===== src/hdl/abm_pkg.sv =====
package abm_pkg;

    // Operand width and derived widths.
    localparam int DW     = 8;
    localparam int RES_W  = 2 * DW;
    localparam int HALF_W = DW / 2;
    localparam int OP_W   = 4;

    // Operation codes.
    typedef enum logic [OP_W-1:0] {
        OP_ADD = 4'd1,
        OP_SUB = 4'd2,
        OP_MUL = 4'd3,
        OP_AND = 4'd4,
        OP_OR  = 4'd5,
        OP_NOT = 4'd6,
        OP_XOR = 4'd7,
        OP_SHR = 4'd8,
        OP_SHL = 4'd9
    } t_opcode;

    // Result of the non-multiply datapath.
    typedef struct packed {
        logic [DW-1:0] value;
        logic          carry;
        logic          overflow;
        logic          is_mul;
        logic          bad;
    } t_alu_res;

endpackage


===== src/hdl/abm_booth4.sv =====
module abm_booth4 import abm_pkg::*; (
    input  logic [RES_W-1:0]  i_acc,
    input  logic [RES_W-1:0]  i_mcand,
    input  logic [HALF_W:0]   i_bits,
    output logic [RES_W-1:0]  o_acc
);

    // Half of the radix-2 Booth recoding: each bit pair adds, subtracts or skips
    // the multiplicand shifted to that bit position.
    always_comb begin
        logic [RES_W-1:0] acc;
        acc = i_acc;
        for (int j = 0; j < HALF_W; j++) begin
            unique case ({i_bits[j+1], i_bits[j]})
                2'b10:   acc = acc - (i_mcand << j);
                2'b01:   acc = acc + (i_mcand << j);
                default: acc = acc;
            endcase
        end
        o_acc = acc;
    end

endmodule


===== src/hdl/abm_alu.sv =====
module abm_alu import abm_pkg::*; (
    input  logic [DW-1:0]   i_a,
    input  logic [DW-1:0]   i_b,
    input  logic [OP_W-1:0] i_op,
    output t_alu_res        o_res
);

    // Adder and logic unit for every opcode except the multiply.
    always_comb begin
        logic [DW:0]   sum;
        logic [DW-1:0] neg_b;
        sum   = '0;
        neg_b = (~i_b) + {{(DW-1){1'b0}}, 1'b1};
        o_res = '0;
        unique case (t_opcode'(i_op))
            OP_ADD: begin
                sum            = {1'b0, i_a} + {1'b0, i_b};
                o_res.value    = sum[DW-1:0];
                o_res.carry    = sum[DW];
                o_res.overflow = ~(i_a[DW-1] ^ i_b[DW-1]) & (i_a[DW-1] ^ sum[DW-1]);
            end
            OP_SUB: begin
                sum            = {1'b0, i_a} + {1'b0, neg_b};
                o_res.value    = sum[DW-1:0];
                o_res.carry    = sum[DW];
                o_res.overflow = (i_a[DW-1] ^ i_b[DW-1]) & (i_a[DW-1] ^ sum[DW-1]);
            end
            OP_MUL: o_res.is_mul = 1'b1;
            OP_AND: o_res.value  = i_a & i_b;
            OP_OR:  o_res.value  = i_a | i_b;
            OP_NOT: o_res.value  = ~i_a;
            OP_XOR: o_res.value  = i_a ^ i_b;
            OP_SHR: begin
                o_res.value = {1'b0, i_a[DW-1:1]};
                o_res.carry = i_a[0];
            end
            OP_SHL: begin
                o_res.value = {i_a[DW-2:0], 1'b0};
                o_res.carry = i_a[DW-1];
            end
            default: o_res.bad = 1'b1;
        endcase
    end

endmodule


===== src/hdl/alu_8bit_with_booth_multiply_top.sv =====
// ALU with signed radix-2 Booth multiply, three register stages.
// For every opcode, the result strobes after the s1, s2 and output registers.
// Throughput: one operation per cycle; busy stays low, as the three-stage pipeline
// and its two Booth halves never stall and the receiver always takes the result.
// Reset (synchronous, active low) clears the stage valid bits; no result strobes
// until an operation started after reset has passed all three stages.
module alu_8bit_with_booth_multiply_top import abm_pkg::*; (
    input  logic              i_clk,
    input  logic              i_rst_n,
    input  logic              start,
    output logic              busy,
    input  logic [DW-1:0]     i_operand_a,
    input  logic [DW-1:0]     i_operand_b,
    input  logic [OP_W-1:0]   i_operation,
    output logic              o_result_valid,
    output logic [RES_W-1:0]  o_result_value,
    output logic              o_carry_flag,
    output logic              o_zero_flag,
    output logic              o_overflow_flag,
    output logic              o_sign_flag,
    output logic              o_unrecognized
);

    // Stage one: operand capture.
    logic              r_s1_valid;
    logic [DW-1:0]     r_s1_a;
    logic [DW-1:0]     r_s1_b;
    logic [OP_W-1:0]   r_s1_op;

    // Stage two: adder/logic results and the first Booth half.
    logic              r_s2_valid;
    logic [DW-1:0]     r_s2_a;
    logic [DW-1:0]     r_s2_b;
    t_alu_res          r_s2_alu;
    logic [RES_W-1:0]  r_s2_acc;

    // Output stage.
    logic              r_out_valid;
    logic [RES_W-1:0]  r_out_value;
    logic              r_out_carry;
    logic              r_out_zero;
    logic              r_out_overflow;
    logic              r_out_sign;
    logic              r_out_bad;

    logic [RES_W-1:0]  n_out_value;
    logic              n_out_zero;
    logic              n_out_sign;

    t_alu_res          s1_alu;
    logic [RES_W-1:0]  s1_mcand;
    logic [RES_W-1:0]  s1_acc;
    logic [RES_W-1:0]  s2_mcand;
    logic [RES_W-1:0]  s2_acc;

    assign busy = 1'b0;

    // Valid bits travel with the data.
    always_ff @(posedge i_clk) begin
        if (!i_rst_n) begin
            r_s1_valid  <= 1'b0;
            r_s2_valid  <= 1'b0;
            r_out_valid <= 1'b0;
        end else begin
            r_s1_valid  <= start && !busy;
            r_s2_valid  <= r_s1_valid;
            r_out_valid <= r_s2_valid;
        end
    end

    // Capture the operands of each transfer.
    always_ff @(posedge i_clk) begin
        if (start && !busy) begin
            r_s1_a  <= i_operand_a;
            r_s1_b  <= i_operand_b;
            r_s1_op <= i_operation;
        end
    end

    abm_alu u_alu (
        .i_a   (r_s1_a),
        .i_b   (r_s1_b),
        .i_op  (r_s1_op),
        .o_res (s1_alu)
    );

    // Sign-extended multiplicand; the low multiplier bits are recoded first.
    assign s1_mcand = {{(RES_W-DW){r_s1_a[DW-1]}}, r_s1_a};

    abm_booth4 u_booth_lo (
        .i_acc   ({RES_W{1'b0}}),
        .i_mcand (s1_mcand),
        .i_bits  ({r_s1_b[HALF_W-1:0], 1'b0}),
        .o_acc   (s1_acc)
    );

    always_ff @(posedge i_clk) begin
        r_s2_a   <= r_s1_a;
        r_s2_b   <= r_s1_b;
        r_s2_alu <= s1_alu;
        r_s2_acc <= s1_acc;
    end

    // The upper multiplier bits finish the product.
    assign s2_mcand = {{(RES_W-DW){r_s2_a[DW-1]}}, r_s2_a} << HALF_W;

    abm_booth4 u_booth_hi (
        .i_acc   (r_s2_acc),
        .i_mcand (s2_mcand),
        .i_bits  (r_s2_b[DW-1:HALF_W-1]),
        .o_acc   (s2_acc)
    );

    // Result select and flags; an unknown opcode leaves everything cleared.
    always_comb begin
        n_out_value = r_s2_alu.is_mul ? s2_acc : {{(RES_W-DW){1'b0}}, r_s2_alu.value};
        n_out_zero  = !r_s2_alu.bad && (n_out_value == '0);
        n_out_sign  = r_s2_alu.is_mul ? n_out_value[RES_W-1] : n_out_value[DW-1];
    end

    always_ff @(posedge i_clk) begin
        r_out_value    <= n_out_value;
        r_out_carry    <= r_s2_alu.carry;
        r_out_zero     <= n_out_zero;
        r_out_overflow <= r_s2_alu.overflow;
        r_out_sign     <= n_out_sign;
        r_out_bad      <= r_s2_alu.bad;
    end

    assign o_result_valid  = r_out_valid;
    assign o_result_value  = r_out_value;
    assign o_carry_flag    = r_out_carry;
    assign o_zero_flag     = r_out_zero;
    assign o_overflow_flag = r_out_overflow;
    assign o_sign_flag     = r_out_sign;
    assign o_unrecognized  = r_out_bad;

endmodule


===== config.mk =====
export PLATFORM = sky130hd
export DESIGN_NAME = alu_8bit_with_booth_multiply_top
export DESIGN_NICKNAME = d
export VERILOG_FILES = /design/src/hdl/abm_pkg.sv /design/src/hdl/abm_booth4.sv /design/src/hdl/abm_alu.sv /design/src/hdl/alu_8bit_with_booth_multiply_top.sv
export SDC_FILE = /design/constraint.sdc
export NUM_CORES = 1
export LEC_CHECK = 0
export ABC_AREA = 1
export BUFFER_PORTS_ARGS = -buffer_cell sky130_fd_sc_hd__buf_2
export CAP_MARGIN = 10
export CORE_MARGIN = 2
export CORE_UTILIZATION = 41
export CTS_BUF_LIST = sky130_fd_sc_hd__clkbuf_2
export CTS_CLUSTER_DIAMETER = 100
export DETAILED_ROUTE_END_ITERATION = 8
export PLACE_DENSITY_LB_ADDON = 0.08
export SKIP_LAST_GASP = 1
export SLEW_MARGIN = 20
export SYNTH_ARGS = -nofsm -noshare
export SYNTH_HDL_FRONTEND = slang
export SYNTH_SLANG_ARGS = --single-unit

===== constraint.sdc =====
create_clock -name i_clk -period 7.7 [get_ports i_clk]
set_clock_uncertainty 0.2 [all_clocks]
set_input_delay 1.54 -clock i_clk [delete_from_list [all_inputs] [get_ports i_clk]]
set_output_delay 1.54 -clock i_clk [all_outputs]
set_load 0.02 [all_outputs]

; ---- Yosys cells after proc, flatten, opt, wreduce, memory -nomap -nowiden
; Cells that the tools add are included.
[word_totals]
register_bits = 88
latch_bits = 0
ramBits = 0
romBits = 0
in_bits = 23
out_inout_bits = 23
n_memories = 0
[op_classes]
n_addsub = 18
mul = 0
div = 0
n_lt_le_gt_ge = 0
eq_ne = 23
n_shift = 0
muxes = 15
n_bitwise = 11
n_reduce_logical = 4
[ops]
columns = op, n
row1 = $pmux 16 s2, 7
row2 = $add 16x16->16, 7
row3 = $sub 16x16->16, 7
row4 = $pmux 8 s8, 1
row5 = $mux 16, 2
row6 = $add 8x8->9, 2
row7 = $eq 4x3->1 const B, 4
row8 = $logic_not 16->1, 1
row9 = $not 8->8, 2
row10 = $eq 2x1->1 const B, 7
row11 = $eq 2x2->1 const B, 7
row12 = $reduce_or 9->1, 1
row13 = $sub 1x8->9 const A, 1
row14 = $add 8x1->8 const B, 1
row15 = $and 8x8->8, 1
row16 = $eq 4x2->1 const B, 2
row17 = $eq 4x4->1 const B, 2
row18 = $or 8x8->8, 1
row19 = $xor 8x8->8, 1
row20 = $eq 4x1->1 const B, 1
row21 = $pmux 1 s4, 1
row22 = $mux 1, 3
row23 = $xor 1x1->1, 3
row24 = $and 1x1->1, 2
row25 = other kinds (4), 4

; ---- Longest topological paths before layout
; Gate-level depths: netlist (run 1).
[depth]
ltp_word = 11
ltp_mapped = 45

; ---- By module
; Synthesis (run 1) repeated with hierarchy kept, for this count alone.
[unflattened]
hier_cells = 2099
hier_area_um2 = 12650.9
[modules_own_cells]
columns = module, instances, cells_per_inst, area_per_inst_um2, seq_area_each_um2
row1 = abm_booth4 (u_booth_lo), 1, 832, 4470.5, 0.0
row2 = abm_booth4 (u_booth_hi), 1, 832, 4453.0, 0.0
row3 = alu_8bit_with_booth_multiply_top, 1, 171, 2248.4, 1901.8
row4 = abm_alu, 1, 264, 1478.9, 0.0

; ---- Least setup slack after synthesis (run 1)
; No wires, ideal clock.
[synth_timing]
kind = reg2reg
startpoint = register r_s2_a[0]
endpoint = register r_out_zero (netlist: o_zero_flag)
setup_time_ns = 0.112
arrival_time_ns = 5.296
required_ns = 7.388
setup_slack_ns = 2.092
path_stages_with_launch = 40
n_path_buf = 0
cell_sequence = dfxtp_1 inv_1 nand3_2 nor2_1 nand2_1 xnor2_1 o21ai_0 ha_1 a21oi_1 nor2_1 nor2_1 nand2_1 nand2_1 nand3_1 nand2_1 inv_1 ha_1 a21o_1 [... 4 more ...] and2_1 ha_1 inv_1 o311ai_0 xor2_1 nand2_1 nand2_1 ha_1 a21oi_1 o21ai_0 a21oi_1 o21ai_0 a21oi_1 inv_1 nand3_1 nand2_2 nor2_2 nor2_2
[synth_via]
elab_chain_cells = 11
word_cells_on_any_way = 15
[synth_lines]
columns = item, line
row1 = from (decl), alu_8bit_with_booth_multiply_top.sv:32  ; logic [DW-1:0] r_s2_a;
row2 = from (signal assigned), alu_8bit_with_booth_multiply_top.sv:98  ; r_s2_a <= r_s1_a;
row3 = $add 16x16->16 or $sub 16x16->16 (tied branches), "abm_booth4.sv:16, abm_booth4.sv:15"
row4 = $pmux 16 s2, abm_booth4.sv:14  ; unique case ({i_bits[j+1], i_bits[j]})
row5 = $add 16x16->16 or $sub 16x16->16 (tied branches), "abm_booth4.sv:16, abm_booth4.sv:15"
row6 = $pmux 16 s2, abm_booth4.sv:14
row7 = $add 16x16->16 or $sub 16x16->16 (tied branches), "abm_booth4.sv:16, abm_booth4.sv:15"
row8 = $pmux 16 s2, abm_booth4.sv:14
row9 = $add 16x16->16 or $sub 16x16->16 (tied branches), "abm_booth4.sv:16, abm_booth4.sv:15"
row10 = $pmux 16 s2 *, abm_booth4.sv:14
row11 = $mux 16 *, alu_8bit_with_booth_multiply_top.sv:116  ; n_out_value = r_s2_alu.is_mul ? s2_acc : {{(RES_W-DW){1'b0}}, r_s2_alu.value};
row12 = named net n_out_value[15], alu_8bit_with_booth_multiply_top.sv:46  ; logic [RES_W-1:0] n_out_value;
row13 = $logic_not 16->1 *, alu_8bit_with_booth_multiply_top.sv:117  ; n_out_zero = !r_s2_alu.bad && (n_out_value == '0);
row14 = $logic_and 1x1->1 *, alu_8bit_with_booth_multiply_top.sv:117
row15 = named net n_out_zero, alu_8bit_with_booth_multiply_top.sv:47  ; logic n_out_zero;
row16 = to (signal assigned), alu_8bit_with_booth_multiply_top.sv:124  ; r_out_zero <= n_out_zero;
row17 = to (decl), alu_8bit_with_booth_multiply_top.sv:41  ; logic r_out_zero;
; The timed path passes the listed nets; every way through them passes the cells marked *.
; A chain may end at the register's enable or synchronous reset.

; ---- Final worst setup path (run 1)
[layout_timing]
startpoint = register r_s2_a[1]
endpoint = register r_out_zero (netlist: o_zero_flag)
; Same word-level chain as after synthesis.

==> impl_metrics.tcl, run 1 <==
set metrics [dict create \
    drv_cap 0 \
    dpl.hpwl_mm 21.18 \
    hold_viol 0 \
    nets 1622 \
    drt_wl_total_mm 25.78 \
    fmax_mhz 152.6 \
    clk_pin_slew_worst_paths_ns 0.30 \
    synth_edf_count 20 \
    final_cells 1769 \
    grt_pass1_vias 8651 \
    fin_crit_ns 6.551 \
    final-max-slew-violation-count 0 \
    worst_pin_slew_ns 0.7633 \
    die-area_um2 24090 \
    die_h_um 155.2 \
    pre_cts_slack_ns 1.211 \
    clkLatencyLatePin_ns 0.61 \
    min_path_cells 0 \
    ys_ff_latch 85 \
    syn_avg_cell_area_um2 6.477 \
    hold_path.class "register to register" \
    dp_cells 1752 \
    outcome "complete, no violations" \
    finalSetupTns_ns 0 \
    final-seq-area_um2 1902 \
    synth_area_um2 9373 \
    numPortBuffers 44 \
    cp_slowest_stage_delay_ns 0.45 \
    synth_top_area_cell "nand2_1" \
    arrival_ns 6.89 \
    io_pins 46 \
    path_class "register to register" \
    ys.flop_type "dfxtp_1" \
    critPathSlowestCell "dfxtp_1" \
    area_growth_pct 6.114 \
    drc_errors 0 \
    slew_headroom_pct 48.83 \
    finalSetupViolCount 0 \
    clkSinkCount 85 \
    gr-total-overflow 0 \
    cts-root-buf "clkbuf_2" \
    die_w_um 155.2 \
    n_fill_cell 2392 \
    drive_gt1_share_pct 8.901 \
    globalRouteTotalUtil_pct 21.80 \
    start_util_pct 41.52 \
    ir_drop_mv 0.1194 \
    multi_input_comb_area_um2 6523 \
    critPathMostFrequentCell "nand2_1" \
    grt_first_pass_wirelength_mm 42.47 \
    rsz0062_at_grt "false" \
    layout_setup_ws_ns 1.149 \
    ys_warn_count 0 \
    period_share_pct 85.08 \
    cts_buffer_depth 2 \
    drtIter0Drc 572 \
    synthDistinctLibCells 59 \
    drtAntennaViolNets 0 \
    cp.required_ns 8.04 \
    async_flop_share_pct 0 \
    yosysSeqAreaShare_pct 20.29 \
    post_cts_buffers 0 \
    cts_max_level 3 \
    dr.pass1.iters 5 \
    wl_per_cell_um 14.57 \
    ctsHoldBuffers 0 \
    crit_fanout 5 \
    power_density_nw_per_um2 328.6 \
    core_area_um2 22570 \
    synth_top_cells_by_area "nand2_1 15%, ha_1 15%, dfxtp_1 14%" \
    end_kind "register" \
    postSynthCellCount 1447 \
    syn_nets 1591 \
    cts_tree "built" \
    reg2reg_depth 39 \
    vias 9099 \
    grt_max_degree 22 \
    fp-row-count 55 \
    leakage_nw 5.193 \
    finalWeightedCongestion 0.8999 \
    antenna_found_initial 1 \
    viasPerCell 5.144 \
    start_kind "register" \
    cts_resized 0 \
    cts_made_buffers 9 \
    total_power_mw 3.268 \
    netlist.area_leader.share_pct 15.42 \
]
==> cell usage after synthesis (13+ instances only) <==
cell type	instances
nand2_1	385
inv_1	199
ha_1	112
nor2_1	99
nand3_1	98
a21oi_1	97
o21ai_0	91
dfxtp_1	65
xor2_1	26
edfxtp_1	20
o22ai_1	19
nand4_1	17
o21ai_1	17
xnor2_1	16
inv_2	14
nor3_1	13
==> cells by family after synthesis <==
group | share of synthesized area, %
and+or+nand+nor | 31.16
buffers and inverters | 10.12
adders and majority gates | 16.87
muxes | 0.1068
other | 0.04001
AOI/OAI and AO/OA | 17.49
DFF | 20.29
xor gates and xnor gates | 3.925
==> per-layer routing <==
layer / up-vias / GRT usage (%) / routed length, µm
li1: 4824 / - / -
met1: 4044 / 29.87 / 12620
met2: 192 / 36.34 / 11760
met3: 39 / 2.312 / 819
met4: 0 / 6.509 / 571
met5: - / 0 / 0
==> power by group <==
part | switching, mW | internal (mW) | total [mW]
Combinational | 1.50 | 0.910 | 2.41
Sequential | 0.0686 | 0.540 | 0.609
Clock | 0.190 | 0.0544 | 0.245
Total | 1.76 | 1.50 | 3.27
==> critical path, delay by kind of cell, from the launching register on <==
| family | cells | cell delay [ns] |
|---|---|---|
| fa+ha+maj | 4 | 1.36 |
| buf+inv | 4 | 0.33 |
| flops | 1 | 0.45 |
| simple gates | 19 | 1.82 |
| xor+xnor | 3 | 0.60 |
| compound gates | 9 | 1.75 |
==> layout by cell type, fill, tap and decap left out, types with 3 or more instances in the layout <==
cell type,n
o211ai_1,6
o21ai_1,17
or2_2,11
and2_1,6
a31oi_1,5
ha_1,112
clkbuf_2,9
edfxtp_1,20
a21oi_2,5
nand2_4,3
nor2_1,99
nand2_1,385
xnor2_1,16
nand3b_1,6
o21ai_2,5
dfxtp_1,65
buf_2,44
fa_1,9
a21o_1,8
o21ai_0,91
inv_2,14
nand3_1,98
nor3_1,13
nor2_2,7
nand4_1,17
nor3_2,4
o21bai_1,11
o22ai_1,19
a21oi_1,97
nand3_2,3
inv_1,199
nand2_2,12
inv_6,3
xor2_1,26
==> through the flow <==
| stage | hold slack, ns | utilization, % | cell area, µm² |
|---|---|---|---|
| 2_1_floorplan | 0.1096 | - | 9373 |
| 3_3_place_gp | 0.1098 | 43.51 | 9821 |
| 3_5_place_dp | 0.1121 | 43.51 | 9821 |
| 4_1_cts | 0.1521 | 44.05 | 9943 |
| 5_1_grt | 0.1638 | 44.06 | 9946 |
| 6_report | 0.1533 | 44.06 | 9946 |
==> flip-flops by register name (all words and copies together) (netlist names), 4 cells and up <==
register / cells
o_result_value: 16
r_s2_acc: 16
r_s2_alu: 12
r_s1_a: 8
r_s1_b: 8
r_s2_a: 8
r_s2_b: 5
r_s1_op: 4
==> path summary, 6_finish.rpt <==
| kind | start | to | slack (ns) |
|---|---|---|---|
| hold reg to reg | r_s2_alu[3]$_DFF_P_ | o_carry_flag$_DFF_P_ | 0.15 |
| hold / removal | r_s2_alu[3]$_DFF_P_ | o_carry_flag$_DFF_P_ | 0.15 |
| setup / recovery | r_s2_a[1]$_DFF_P_ | o_zero_flag$_DFF_P_ | 1.15 |
| setup reg to reg | r_s2_a[1]$_DFF_P_ | o_zero_flag$_DFF_P_ | 1.15 |
==> layout make-up <==
cell class,instances,share of cell area (%)
multi-input combinational,1121,65.58
inverter,216,8.165
tap,285,3.585
antenna,1,0.02516
sequential,85,19.12
clock buffer,9,0.4529
timing repair buffer,45,2.290
clock inverter,7,0.7800
(Power assumes the default switching activity.)
==> run 2, diff against run 1 <==
- CORE_MARGIN: 2 -> 5
==> impl_metrics.tcl, run 2 (synthesis gave the netlist of run 1 again) <==
set metrics [dict create \
    wl_per_cell_um 14.49 \
    start_kind "register" \
    final-max-slew-violation-count 0 \
    ir_drop_mv 0.1051 \
    antenna_found_initial 1 \
    pre_cts_slack_ns 1.180 \
    cp.required_ns 8.02 \
    layout_commonest_cell "nand2_1" \
    hold_viol 0 \
    final_cells 1770 \
    finalSetupViolCount 0 \
    ctsHoldBuffers 0 \
    critPathSlowestCell "dfxtp_1" \
    cp_slowest_stage_delay_ns 0.44 \
    area_growth_pct 6.301 \
    seqPwrFrac_pct 18.6 \
    drive_gt1_share_pct 8.901 \
    critPathMostFrequentCell "nand2_1" \
    path_class "register to register" \
    clkSinkCount 85 \
    worst_pin_slew_ns 0.7228 \
    slew_headroom_pct 51.55 \
    final_cell_mix "385 x nand2_1, 199 x inv_1, 112 x ha_1" \
    leakage_nw 5.204 \
    crit_fanout 5 \
    drv_cap 0 \
    grt_first_pass_wirelength_mm 41.53 \
    dp_cells 1752 \
    die-area_um2 25980 \
    viasPerCell 5.124 \
    clk_pin_slew_worst_paths_ns 0.27 \
    cts-root-buf "clkbuf_2" \
    core_area_um2 22570 \
    outcome "complete, no violations" \
    dpl.hpwl_mm 21.27 \
    drtIter0Drc 524 \
    clkLatencyLatePin_ns 0.58 \
    period_share_pct 84.68 \
    fin_crit_ns 6.520 \
    gr-total-overflow 0 \
    grt_max_degree 22 \
    drc_errors 0 \
    cts_tree "built" \
    arrival_ns 6.84 \
    cts_made_buffers 9 \
    start_util_pct 41.52 \
    cts_resized 0 \
    drtAntennaViolNets 0 \
    end_kind "register" \
    hold_path.class "register to register" \
    internal_power_mw 1.532 \
    io_pins 46 \
    cts_max_level 3 \
    fmax_mhz 153.4 \
    rsz0062_at_grt "false" \
    cts_buffer_depth 2 \
    post_cts_buffers 0 \
    grt_pass1_vias 8430 \
    numPortBuffers 44 \
    nets 1622 \
    vias 9070 \
    clock_power_share_pct 7.9 \
    fp-row-count 55 \
    power_density_nw_per_um2 328.3 \
    die_w_um 161.2 \
    globalRouteTotalUtil_pct 19.43 \
    finalWeightedCongestion 0.9371 \
    swShare_pct 53.17 \
    drt_wl_total_mm 25.65 \
    layout_setup_ws_ns 1.180 \
    finalSetupTns_ns 0 \
    combPwrFrac_pct 73.5 \
    switchingPower_mw 1.739 \
    dr.pass1.iters 5 \
    die_h_um 161.2 \
]
-- run 2: cell type report --
cell class,count,area (µm²)
sequential,85,1902
antenna,2,5.005
clock inverter,7,92.59
fill,2420,12610
inverter,216,812.0
timing repair buffer,45,227.7
tap,285,356.6
multi-input combinational,1121,6523
clock buffer,9,45.04
-- run 2: worst max-delay path: cells and delay by family (launching register included) --
family | cells | cell delay, ns
adder cells (fa/ha/maj) | 4 | 1.36
AO/OA/AOI/OAI | 9 | 1.76
flip-flops | 1 | 0.44
XOR/XNOR | 3 | 0.60
AND/OR/NAND/NOR | 19 | 1.80
buffers and inverters | 4 | 0.32
-- run 2: worst paths after layout --
path / start / cells after the start / slack [ns] / endpoint
max: r_s2_a[0]$_DFF_P_ / 39 / 1.18 / o_zero_flag$_DFF_P_
min: r_s2_alu[2]$_DFF_P_ / 0 / 0.15 / o_overflow_flag$_DFF_P_
max reg2reg: r_s2_a[0]$_DFF_P_ / 39 / 1.18 / o_zero_flag$_DFF_P_
min reg2reg: r_s2_alu[2]$_DFF_P_ / 0 / 0.15 / o_overflow_flag$_DFF_P_
-- run 2: power groups by stage --
stage	logic, mW	registers (mW)	clock network, mW
2_1_floorplan	1.90	0.609	0
3_3_place_gp	2.39	0.621	0
3_5_place_dp	2.39	0.621	0
4_1_cts	2.41	0.611	0.277
5_1_grt	2.76	0.619	0.293
6_report	2.41	0.609	0.257
-- run 2: per-stage QoR --
stage / hold WS, ns / cell area (µm²) / total power, mW / utilization, %
floorplan: 0.1096 / 9373 / 2.511 / -
global placement: 0.1100 / 9821 / 3.009 / 43.51
CTS: 0.1533 / 9958 / 3.294 / 44.12
finish: 0.1502 / 9963 / 3.271 / 44.14
global route: 0.1560 / 9963 / 3.672 / 44.14
detailed placement: 0.1132 / 9821 / 3.011 / 43.51
-- run 2: per-layer routing --
metal	share of wire [%]	up-vias	track usage (%)
li1	-	4820	-
met2	47	197	32.81
met5	0	-	0
met4	1.1	0	4.188
met1	49	4030	26.77
met3	3.7	23	2.322
